$ cat src/rtl/tridiagonal_thomas_solver_macros.svh
// Assertion macros for the tridiagonal solver, clocked on clk with reset arst_n.
`ifndef TRIDIAGONAL_THOMAS_SOLVER_MACROS_SVH
`define TRIDIAGONAL_THOMAS_SOLVER_MACROS_SVH
`ifndef NO_ASSERTIONS
`define TTS_ASSERT_IMP(lbl, ante, cons) \
	lbl: assert property (@(posedge clk) disable iff (!arst_n) (ante) |-> (cons)) \
		else $error("tts assertion failed");
`define TTS_ASSERT_NXT(lbl, ante, cons) \
	lbl: assert property (@(posedge clk) disable iff (!arst_n) (ante) |=> (cons)) \
		else $error("tts assertion failed");
`else
`define TTS_ASSERT_IMP(lbl, ante, cons)
`define TTS_ASSERT_NXT(lbl, ante, cons)
`endif
`endif

$ cat src/rtl/tts_pkg.sv
// Shared types, constants and saturation helper for the tridiagonal solver.
package tts_pkg;
	localparam int DATA_W    = 32;
	localparam int ROW_IDX_W = 6;

	typedef struct packed {
		logic cap_in;
		logic drop;
		logic div_elim;
		logic take_m;
		logic mul_sup;
		logic sub_dia;
		logic sub_rhs;
		logic store;
		logic rd;
		logic bs_mul;
		logic bs_div;
		logic first;
		logic take_x;
		logic out_load;
		logic clr_fault;
	} cmd_t;

	typedef struct packed {
		logic div_done;
	} sts_t;

	typedef struct packed {
		logic signed [DATA_W-1:0] value;
		logic                     ovf;
	} sat_t;

	function automatic sat_t sat32(input logic signed [64:0] v);
		sat_t r;
		r.ovf = 1'b0;
		if (v > 65'sh0_7FFF_FFFF) begin
			r.value = 32'sh7FFF_FFFF;
			r.ovf   = 1'b1;
		end else if (v < -65'sh0_8000_0000) begin
			r.value = 32'sh8000_0000;
			r.ovf   = 1'b1;
		end else begin
			r.value = v[DATA_W-1:0];
		end
		return r;
	endfunction
endpackage

$ cat src/rtl/tts_ctrl.sv
// Controller: row count, row index and the sequencing of elimination, solve and readout.
module tts_ctrl import tts_pkg::*; #(
	parameter int MAX_ROWS = 64
) (
	input  logic                        clk,
	input  logic                        arst_n,
	input  logic                        row_valid,
	output logic                        row_ready,
	input  logic                        last_row,
	output logic                        sol_valid,
	input  logic                        sol_ready,
	input  sts_t                        sts,
	output cmd_t                        cmd,
	output logic [$clog2(MAX_ROWS)-1:0] addr
);
	localparam int AW = $clog2(MAX_ROWS);
	localparam int CW = $clog2(MAX_ROWS + 1);

	typedef enum logic [13:0] {
		S_IDLE  = 14'b00000000000001,
		S_EDIV  = 14'b00000000000010,
		S_EWAIT = 14'b00000000000100,
		S_EMUL  = 14'b00000000001000,
		S_ESUBD = 14'b00000000010000,
		S_ESUBR = 14'b00000000100000,
		S_STORE = 14'b00000001000000,
		S_BRD   = 14'b00000010000000,
		S_BMUL  = 14'b00000100000000,
		S_BDIV  = 14'b00001000000000,
		S_BWAIT = 14'b00010000000000,
		S_ORD   = 14'b00100000000000,
		S_OLOAD = 14'b01000000000000,
		S_OVAL  = 14'b10000000000000
	} state_t;

	state_t         state_q, state_d;
	logic [CW-1:0]  rows_q, rows_d;
	logic [AW-1:0]  idx_q, idx_d;
	logic           last_q, last_d;
	logic           accept;

	assign accept    = row_valid && row_ready;
	assign row_ready = state_q == S_IDLE;
	assign sol_valid = state_q == S_OVAL;

	always_comb begin
		state_d = state_q;
		rows_d  = rows_q;
		idx_d   = idx_q;
		last_d  = last_q;
		cmd     = '0;
		addr    = idx_q;
		cmd.first = CW'(idx_q) == rows_q - CW'(1);
		unique case (state_q)
			S_IDLE: begin
				if (accept) begin
					cmd.cap_in = 1'b1;
					last_d     = last_row;
					if (rows_q == CW'(MAX_ROWS)) begin
						cmd.drop = 1'b1;
						if (last_row) begin
							idx_d   = AW'(rows_q - CW'(1));
							state_d = S_BRD;
						end
					end else if (rows_q == '0) begin
						state_d = S_STORE;
					end else begin
						state_d = S_EDIV;
					end
				end
			end
			S_EDIV: begin
				cmd.div_elim = 1'b1;
				state_d      = S_EWAIT;
			end
			S_EWAIT: begin
				if (sts.div_done) begin
					cmd.take_m = 1'b1;
					state_d    = S_EMUL;
				end
			end
			S_EMUL: begin
				cmd.mul_sup = 1'b1;
				state_d     = S_ESUBD;
			end
			S_ESUBD: begin
				cmd.sub_dia = 1'b1;
				state_d     = S_ESUBR;
			end
			S_ESUBR: begin
				cmd.sub_rhs = 1'b1;
				state_d     = S_STORE;
			end
			S_STORE: begin
				cmd.store = 1'b1;
				addr      = rows_q[AW-1:0];
				rows_d    = rows_q + CW'(1);
				if (last_q) begin
					idx_d   = rows_q[AW-1:0];
					state_d = S_BRD;
				end else begin
					state_d = S_IDLE;
				end
			end
			S_BRD: begin
				cmd.rd  = 1'b1;
				state_d = S_BMUL;
			end
			S_BMUL: begin
				cmd.bs_mul = 1'b1;
				state_d    = S_BDIV;
			end
			S_BDIV: begin
				cmd.bs_div = 1'b1;
				state_d    = S_BWAIT;
			end
			S_BWAIT: begin
				if (sts.div_done) begin
					cmd.take_x = 1'b1;
					if (idx_q == '0) begin
						idx_d   = AW'(rows_q - CW'(1));
						state_d = S_ORD;
					end else begin
						idx_d   = idx_q - AW'(1);
						state_d = S_BRD;
					end
				end
			end
			S_ORD: begin
				cmd.rd  = 1'b1;
				state_d = S_OLOAD;
			end
			S_OLOAD: begin
				cmd.out_load = 1'b1;
				state_d      = S_OVAL;
			end
			S_OVAL: begin
				if (sol_ready) begin
					if (idx_q == '0) begin
						cmd.clr_fault = 1'b1;
						rows_d        = '0;
						state_d       = S_IDLE;
					end else begin
						idx_d   = idx_q - AW'(1);
						state_d = S_ORD;
					end
				end
			end
			default: state_d = S_IDLE;
		endcase
	end

	always_ff @(posedge clk or negedge arst_n) begin
		if (!arst_n) begin
			state_q <= S_IDLE;
			rows_q  <= '0;
			idx_q   <= '0;
			last_q  <= 1'b0;
		end else begin
			state_q <= state_d;
			rows_q  <= rows_d;
			idx_q   <= idx_d;
			last_q  <= last_d;
		end
	end
endmodule

$ cat config.mk
export PLATFORM = sky130hd
export DESIGN_NAME = tts_ctrl
export DESIGN_NICKNAME = d
export VERILOG_FILES = /design/src/rtl/tridiagonal_thomas_solver_macros.svh /design/src/rtl/tts_pkg.sv /design/src/rtl/tts_ctrl.sv
export SDC_FILE = /design/constraint.sdc
export NUM_CORES = 1
export LEC_CHECK = 0
export ABC_AREA = 1
export BUFFER_PORTS_ARGS = -buffer_cell sky130_fd_sc_hd__buf_4
export CAP_MARGIN = 25
export CORE_MARGIN = 5
export CORE_UTILIZATION = 55
export DETAILED_ROUTE_END_ITERATION = 10
export GPL_TIMING_DRIVEN = 1
export HOLD_SLACK_MARGIN = 0.06
export PLACE_DENSITY = 0.76
export SETUP_SLACK_MARGIN = 0.5
export SLEW_MARGIN = 20
export SYNTH_ARGS = -nofsm -noshare
export SYNTH_HDL_FRONTEND = slang
export SYNTH_SLANG_ARGS = --single-unit
$ cat constraint.sdc
create_clock -name clk -period 4.8 [get_ports clk]
set_input_delay 0.24 -clock clk [delete_from_list [all_inputs] [get_ports clk]]
set_output_delay 0.24 -clock clk [all_outputs]
set_load 0.01 [all_outputs]
; ---- Word-level counts from Yosys, hierarchy flattened
; Index checks and enable logic that the tools add are counted.
[op_classes]
add_sub_neg = 3
n_eq_ne = 26
muxes = 42
reduce_logical = 10
[ops]
columns = op, n
row1 = case mux 14 bit (14 select lines), 1
row2 = two-way mux 14 bit, 6
row3 = two-way mux 6 bit, 9
row4 = two-way mux 12 bit, 2
row5 = case mux 6 bit (4 select lines), 1
row6 = two-way mux 7 bit, 3
row7 = two-way mux 1 bit, 16
row8 = "== test 14 x 1 -> 1 bit, second input constant", 1
row9 = "== test 14 x 10 -> 1 bit, second input constant", 1
row10 = "== test 14 x 11 -> 1 bit, second input constant", 1
row11 = "== test 14 x 12 -> 1 bit, second input constant", 1
row12 = "== test 14 x 13 -> 1 bit, second input constant", 1
row13 = "== test 14 bit, second input constant", 1
row14 = "== test 14 x 2 -> 1 bit, second input constant", 1
row15 = "== test 14 x 3 -> 1 bit, second input constant", 1
row16 = "== test 14 x 4 -> 1 bit, second input constant", 1
row17 = "== test 14 x 5 -> 1 bit, second input constant", 1
row18 = "== test 14 x 6 -> 1 bit, second input constant", 1
row19 = "== test 14 x 7 -> 1 bit, second input constant", 1
row20 = "== test 14 x 8 -> 1 bit, second input constant", 1
row21 = "== test 14 x 9 -> 1 bit, second input constant", 1
row22 = case mux 7 bit (2 select lines), 1
row23 = "!= test 2 x 1 -> 1 bit, second input constant", 5
row24 = two-way mux 8 bit, 1
row25 = other kinds (18), 22
[totals]
ff_bits = 28
input_bits = 6
word_cells = 85

; ---- Logic depth before layout (Yosys ltp)
; Gate-level depths: netlist (run 1).
[depth]
ltp_word = 5
mapped_depth = 11
ltp_nobuf = 11

; ---- Worst setup path after synthesis (run 1)
; Ideal clock, no wire load.
[synth_timing]
kind = register to output
from = register rows_q[0]
to = output port cmd[3] in the netlist's numbering
t_arrival_ns = 1.532
path_slack_ns = 3.028
path_stages_with_launch = 11
n_path_buf = 0
cell_sequence = dfrtp_1 -> inv_1 -> ha_1 -> nand3_1 -> nor2_1 -> nand2_1 -> nand2_1 -> nand2_1 -> nor3_1 -> nand4_1 -> nor2_1
[synth_rtl]
columns = element, line
row1 = from (decl), tts_ctrl.sv:37  ; logic [CW-1:0] rows_q, rows_d;
row2 = from (signal assigned), tts_ctrl.sv:161  ; rows_q <= rows_d;
row3 = to (decl), tts_ctrl.sv:13  ; output cmd_t cmd,

==> PnR_summary.wiki, run 1 <==
{| class="wikitable"
! Metric !! Value
|-
| Run status || completed
|-
| Row cnt || 23
|-
| Largest stage delay on the critical path || approximately 0.44 ns
|-
| Netlist area before placement || ~2300 um^2
|-
| Per-instance average area after synthesis || 6.76 um^2
|-
| Deepest clock path buffer count || 2
|-
| Minimum hold slack || 0.166 ns
|-
| Cell family with the largest share of critical-path delay || simple AND/OR/NAND/NOR gates
|-
| Horiz. Die Dim || between 70 and 80 um
|-
| Seq cells post-synth || 28
|-
| Count of unique library cells instantiated by Yosys || 35
|-
| Crit path time final || 2.41 ns
|-
| GRT overflow || 0
|-
| Fraction of post-synthesis cell area in the top cell type by area || 0.296
|-
| Clock transition at the registers of the reported paths || 0.10 ns
|-
| Initial standard-cell utilization of the core || 0.567
|-
| Cts hold-fix bufs || 1
|-
| Leading register cell type out of synthesis || sky130_fd_sc_hd__dfrtp_1
|-
| Via density per instance || around 5.5
|-
| Yosys warnings || 0
|-
| RSZ-0062 raised after global routing || false
|-
| Leading cell type by number of instances after synthesis || sky130_fd_sc_hd__nand2_1
|-
| Via count of the first global-routing pass || between 2000 and 2500
|-
| Number of antenna violations at the first check in global routing || 0
|-
| Transition time at the pin with the least slew margin || 0.384 ns
|-
| Share of cells above drive strength 1 || 0.196
|-
| Number of diodes || 0
|-
| DRT iter0 DRCs || 151
|-
| Most numerous cell types in the synthesized netlist || sky130_fd_sc_hd__nand2_1 (93), sky130_fd_sc_hd__nor2_1 (44), sky130_fd_sc_hd__inv_1 (42)
|-
| Post-Syn Instances || approximately 340
|-
| Post-Route Skew || 0.00155 ns
|-
| IO buf count || 28
|-
| WP buf/inv || 2
|-
| Arrival time of data at the critical path endpoint || 2.17 ns
|-
| Clock Latency Late Sink || 0.28 ns
|-
| Die Y || ~74 um
|-
| Count of cells resized by post-cts repair || 0
|-
| Maximum level of the CTS H-tree || 1
|-
| Share of the clock period used by the worst path || 0.502
|-
| Total via count after detailed routing || 2280
|-
| Routability congestion estimate from global placement || approximately 0.83
|-
| Nets || 378
|-
| Part of the Yosys area used for sequential elements || 0.307
|-
| Final Hold Viols || 0
|-
| Total of endpoints with negative setup slack in the final report || 0
|-
| Largest cells by area after synthesis || sky130_fd_sc_hd__dfrtp_1 (30%), sky130_fd_sc_hd__nand2_1 (15%), sky130_fd_sc_hd__nor2_1 (7.2%), sky130_fd_sc_hd__inv_1 (6.9%), sky130_fd_sc_hd__nand3_1 (5.5%)
|-
| Startpoint class of the critical path || flip-flop
|-
| Post-Synthesis Net Count || 347
|-
| Sum of negative setup slack || 0 ns
|-
| Crit-path cells || inv_1 -> ha_1 -> nand3_1 -> nor2_1 -> nand2_1 -> nand2_1 -> nand2_1 -> nor3_1 -> nand4_1 -> nor2_1 -> buf_4
|-
| Worst slew slack as a fraction of its limit || 0.744
|-
| Cell type with the largest total area after synthesis || sky130_fd_sc_hd__dfrtp_1
|-
| Clock tree sinks || 28
|-
| Kind of end point of the critical path || output port
|-
| TritonCTS clock tree || done
|-
| Worst Setup Path Type || flip-flop to output port
|-
| Asr flop ratio synth || 1.00
|-
| Highest clock frequency the design can meet || 415 MHz
|-
| Maximum number of pins on one net before global-route repair || 29
|-
| Core Box Area || 4030 um^2
|-
| Largest vdd supply drop || roughly 0.24 mV
|-
| Leakage power figure || 0.00146 uW
|-
| DIE AREA || 5550 um^2
|-
| Library cell appearing most often on the critical path || sky130_fd_sc_hd__nand2_1
|-
| Number of detailed-route iterations in the first pass || 4
|-
| Hold WC Path Type || input pin to flip-flop
|-
| Slew Limit Fails || 0
|-
| Overall track demand over capacity in global routing || 0.229
|-
| Post-route ant nets || 0
|-
| First-pass GRT wire length || 9840 um
|-
| Number of synthesized flops with an enable pin || 0
|-
| Maxcap violations || 0
|-
| Residual DRC count || 0
|-
| Worst-path maximum fanout || 6
|-
| TritonCTS Buffers || 3
|-
| Setup Buffers After CTS || 0
|-
| CP max-delay cell || sky130_fd_sc_hd__dfrtp_1
|-
| Area added between synthesis and finish || 13.6%
|-
| Num ports || 29
|-
| Wirelength per Cell || 13.5 um
|-
| Total wirelength of the detailed-routed design || 5650 um
|-
| Required time worst endpoint || 4.56 ns
|-
| Total half-perimeter wirelength after legalization and detailed placement || 4460 um
|-
| Library cell used as clock root buffer || sky130_fd_sc_hd__clkbuf_8
|-
| Power density over the cells || around 440 nW/um^2
|}
==> routing by layer <==
metal  part of all wire  global-route usage  up-vias
li1                   -                   -     1136
met1               0.43               0.303     1075
met2               0.51               0.392       60
met3              0.045              0.0230        9
met4              0.017              0.0751        0
met5                  0                   0        -
==> placed cells by master, fill, tap and decap left out, types with 5 or more instances in the layout <==
master	count
sky130_fd_sc_hd__nor2_1	44
sky130_fd_sc_hd__buf_4	28
sky130_fd_sc_hd__nor3_1	8
sky130_fd_sc_hd__inv_1	42
sky130_fd_sc_hd__dfrtp_1	27
sky130_fd_sc_hd__o21ai_0	13
sky130_fd_sc_hd__nand4_1	7
sky130_fd_sc_hd__nand2_1	93
sky130_fd_sc_hd__inv_2	8
sky130_fd_sc_hd__nand3_1	25
sky130_fd_sc_hd__xor2_1	11
sky130_fd_sc_hd__a21oi_1	8
sky130_fd_sc_hd__nor2_2	5
sky130_fd_sc_hd__nor2_4	8
==> sequential cells by signal (all words and copies together), names as in the netlist <==
name,cells
rows_q,7
state_q,14
last_q,1
idx_q,6
==> final cells by class <==
cell class              count  area (um^2)
clock buffers               4         55.1
fillers                   384         1430
inverters                  51          196
multi-input cells         256         1360
flip-flops and latches     28          702
well taps                  50         62.6
repair buffers             29          220
==> worst paths after layout <==
path                                        start                      end  slack (ns)  cells past startpoint
max reg2reg                state_q[2]$_DFFE_PN0P_     idx_q[3]$_DFFE_PN0P_        2.72                     10
min                                           sts   state_q[2]$_DFFE_PN0P_        0.17                      2
max in group asynchronous                  arst_n   state_q[0]$_DFFE_PN1P_        4.07                      2
max                         rows_q[0]$_DFFE_PN0P_                   cmd[3]        2.39                     11
min reg2reg                  idx_q[4]$_DFFE_PN0P_     idx_q[4]$_DFFE_PN0P_        0.49                      2
min in group asynchronous                  arst_n  state_q[12]$_DFFE_PN0P_        0.41                      2
==> power breakdown <==
| part | leakage (uW) | switching (uW) | total, uW | internal [uW] |
|---|---|---|---|---|
| clock | 0.0000288 | 79.2 | 153 | 73.7 |
| sequential | 0.000366 | 52.2 | 337 | 285 |
| combinational | 0.00107 | 430 | 644 | 214 |
| total | 0.00146 | 561 | 1130 | 573 |
==> worst reg2reg max path, stage by stage (launching register included) <==
cell,delay [ns]
sky130_fd_sc_hd__dfrtp_1,0.43
sky130_fd_sc_hd__nor2_2,0.15
sky130_fd_sc_hd__nand2_2,0.20
sky130_fd_sc_hd__nor2_4,0.32
sky130_fd_sc_hd__nand2_1,0.29
sky130_fd_sc_hd__nand3_2,0.18
sky130_fd_sc_hd__inv_2,0.06
sky130_fd_sc_hd__o21ai_2,0.06
sky130_fd_sc_hd__nand3_2,0.14
sky130_fd_sc_hd__nand2_1,0.10
sky130_fd_sc_hd__nand2_1,0.05
==> cell families after synthesis <==
| kind of cell | Yosys count | share of synthesized area |
|---|---|---|
| and+or+nand+nor | 206 | 0.440 |
| xor gates and xnor gates | 11 | 0.0421 |
| AOI/OAI and AO/OA | 36 | 0.0963 |
| adders and majority gates | 3 | 0.0164 |
| DFF | 28 | 0.307 |
| buffers and inverters | 54 | 0.0980 |
==> through the flow <==
stage	cell area (um^2)	power [uW]	utilization	worst slack [ns]	cells
3_3_place_gp	2530	964	0.628	2.73	413
5_1_grt	2600	1250	0.644	2.17	418
2_1_floorplan	2290	833	-	3.03	338
4_1_cts	2600	1130	0.644	2.39	418
6_report	2600	1130	0.644	2.39	418
3_5_place_dp	2530	980	0.628	2.72	413
(Power assumes the default switching activity.)
==> run 2, diff against run 1 <==
Clock period 4.8 ns to 2.27 ns, I/O delays scaled along.
==> PnR_summary.wiki, run 2 (same netlist as run 1, synthesis figures left out) <==
{| class="wikitable"
! Metric !! Value
|-
| Run status || completed
|-
| Total via count after detailed routing || 2781 (+22%)
|-
| Row cnt || 23 (unchanged)
|-
| Total half-perimeter wirelength after legalization and detailed placement || 4410 um (-1.1%)
|-
| Power density over the cells || 997 nW/um^2 (+130%)
|-
| Number of antenna violations at the first check in global routing || 0 (unchanged)
|-
| TritonCTS Buffers || 3 (unchanged)
|-
| DRT iter0 DRCs || 340 (+130%)
|-
| IO buf count || 28 (unchanged)
|-
| DR WL met3 || 529 um (+110%)
|-
| Largest register by flop count || state_q
|-
| Largest vdd supply drop || 0.543 mV (+130%)
|-
| Num ports || 29 (unchanged)
|-
| Crit path time final || around 2 ns
|-
| Hold Path Stages || 3 (+1)
|-
| Top library cells by usage in the layout, fill and taps aside || sky130_fd_sc_hd__nand2_1 (78), sky130_fd_sc_hd__buf_4 (67), sky130_fd_sc_hd__inv_1 (32), sky130_fd_sc_hd__nor2_1 (28), sky130_fd_sc_hd__dfrtp_1 (25)
|-
| Arrival time of data at the critical path endpoint || 1.89 ns (-0.28 ns)
|-
| Startpoint of the most critical register-to-register path || state_q[8]$_DFFE_PN0P_
|-
| Metal1 wirelength || 3220 um (+33%)
|-
| Worst Setup Path Type || flip-flop to output port
|-
| Via count of the first global-routing pass || 2366 (+9.6%)
|-
| Initial standard-cell utilization of the core || 0.567 (unchanged)
|-
| Post-route ant nets || 0 (unchanged)
|-
| DIE AREA || 5550 um^2 (unchanged)
|-
| Startpoint class of the critical path || flip-flop
|-
| Nets || 434 (+15%)
|-
| Sequential cell area || 704 um^2 (+0.36%)
|-
| Required time worst endpoint || 2.16 ns (-2.40 ns)
|-
| Number of flip-flops in the largest register || 14 (unchanged)
|-
| CP startpoint || state_q[5]$_DFFE_PN0P_
|-
| First-pass GRT wire length || 10700 um (+8.5%)
|-
| Number of diodes || 0 (unchanged)
|-
| Leading registers by flop count || state_q: 14 flops, rows_q: 7 flops, idx_q: 6 flops
|-
| Clock tree sinks || 28 (unchanged)
|-
| Sum of negative setup slack || 0 ns (unchanged)
|-
| Leakage power figure || 0.00178 uW (+22%)
|-
| Total of endpoints with negative setup slack in the final report || 0 (unchanged)
|-
| Capturing point of the worst reg2reg path || state_q[6]$_DFFE_PN0P_
|-
| Footprint of the multi-input gates || 1700 um^2 (+25%)
|-
| Via density per instance || 5.87 (+7.6%)
|-
| Top layer reached by signal wires || met4
|-
| Hold WC Path Type || input pin to flip-flop
|-
| Worst-path maximum fanout || 4 (-2)
|-
| Library cell used as clock root buffer || sky130_fd_sc_hd__clkbuf_8
|-
| Length in cells of the worst reg-to-reg path || 12 (+2)
|-
| TritonCTS clock tree || done
|-
| Maximum level of the CTS H-tree || 1 (unchanged)
|-
| Area added between synthesis and finish || 49.5%
|-
| Final Hold Viols || 0 (unchanged)
|-
| Kind of end point of the critical path || output port
|-
| Transition time at the pin with the least slew margin || 0.391 ns (+0.00689 ns)
|-
| Post-Route Skew || 0.00245 ns (+0.000900 ns)
|-
| Sum of met2 wire segment lengths after detailed routing || 4580 um (+60%)
|-
| Fillers || 238 (-38%)
|-
| Maxcap violations || 0 (unchanged)
|-
| Highest clock frequency the design can meet || 500 MHz
|-
| Maximum number of pins on one net before global-route repair || 29 (unchanged)
|-
| Clock Latency Late Sink || 0.27 ns (about the same)
|-
| Residual DRC count || 0 (unchanged)
|-
| RSZ-0062 raised after global routing || true
|-
| Horiz. Die Dim || 74.5 um (unchanged)
|-
| Overall track demand over capacity in global routing || 0.246 (+0.0165)
|-
| Minimum hold slack || 0.230 ns (+0.0643 ns)
|-
| Core Box Area || 4030 um^2 (unchanged)
|-
| Routability congestion estimate from global placement || 0.871 (+4.4%)
|-
| End of the worst hold path || last_q$_DFFE_PN0P_
|-
| Deepest clock path buffer count || 2 (unchanged)
|-
| Slack of the worst reg-to-reg path || 0.37 ns (-2.35 ns)
|-
| Most common library cell in the layout ignoring fill and taps || sky130_fd_sc_hd__nand2_1
|-
| Share of the clock period used by the worst path || 0.882
|-
| Clock transition at the registers of the reported paths || 0.09 ns (about the same)
|-
| Slew Limit Fails || 0 (unchanged)
|-
| Critical hold path startpoint || row_valid
|-
| Total wirelength of the detailed-routed design || 8640 um (+53%)
|-
| Wirelength per Cell || 18.2 um (+35%)
|-
| Share of cells above drive strength 1 || 0.450 (+0.255)
|-
| GRT overflow || 0 (unchanged)
|-
| Die Y || 74.5 um (unchanged)
|-
| Number of detailed-route iterations in the first pass || 5 (+1)
|-
| Worst slew slack as a fraction of its limit || 0.739 (-0.00459)
|}
==> run 2: cell count changes in the layout (fill, tap and decap cells not counted), sizes merged <==
cell	change
buf	+55
dlygate4sd3	+1
==> run 2: area by class of cell <==
| cell class | instances | share of cell area |
|---|---|---|
| Tap cell | 50 | 0.0183 |
| Inverter | 51 | 0.0597 |
| Sequential cell | 28 | 0.206 |
| Multi-Input combinational cell | 256 | 0.496 |
| Clock buffer | 4 | 0.0132 |
| Timing Repair Buffer | 85 | 0.207 |
==> run 2: how the worst max path moves through the flow <==
stage                           endpoint  cells past startpoint  slack [ns]
finish                           cmd[13]                      8        0.27
global route                      cmd[3]                     11        0.14
CTS                               cmd[3]                     11        0.32
detailed placement                cmd[3]                     11        0.34
global placement                  cmd[3]                     11        0.32
floorplan           idx_q[0]$_DFFE_PN0P_                     11        0.62
==> run 2: power breakdown <==
group / internal (uW) / switching (uW) / leakage [uW]
logic: 998 / 1400 / 0.00140
clock network: 126 / 154 / 0.0000228
registers: 604 / 124 / 0.000363
==> run 2: timing repair <==
item / 4_1_cts / 5_1_grt
gates resized for setup: 40 / 77
hold buffers: 2 / 0
cloned: 0 / 1
pin swaps: 17 / 34
endpoints found under the hold margin: 29 / 0
endpoints found under the setup margin: 34 / 35
setup buffers: 27 / 26
==> run 2: metrics by stage <==
step                      setup WS (ns)  cells  total power (uW)  cell area, um^2  utilization
after floorplan                   0.620    338              1760             2290            -
after global placement            0.324    414              2060             2540        0.630
after detailed placement          0.341    414              2080             2540        0.630
after CTS                         0.319    447              2800             2950        0.732
after global routing              0.136    474              3600             3420        0.848
final                             0.268    474              3410             3420        0.848
==> run 2: per-layer routing <==
metal,GRT usage,up-vias
li1,-,1242
met1,0.288,1346
met2,0.471,156
met3,0.0243,37
met4,0.0652,0
met5,0,-
==> run 2: critical path, cell delays in order, from the launching register on <==
cell                      delay (ns)
sky130_fd_sc_hd__dfrtp_1        0.43
sky130_fd_sc_hd__nor2_4         0.19
sky130_fd_sc_hd__nand2_4        0.11
sky130_fd_sc_hd__nor3_4         0.25
sky130_fd_sc_hd__nand2_2        0.12
sky130_fd_sc_hd__inv_2          0.08
sky130_fd_sc_hd__nand2_2        0.09
sky130_fd_sc_hd__nor3_2         0.20
sky130_fd_sc_hd__buf_4          0.15
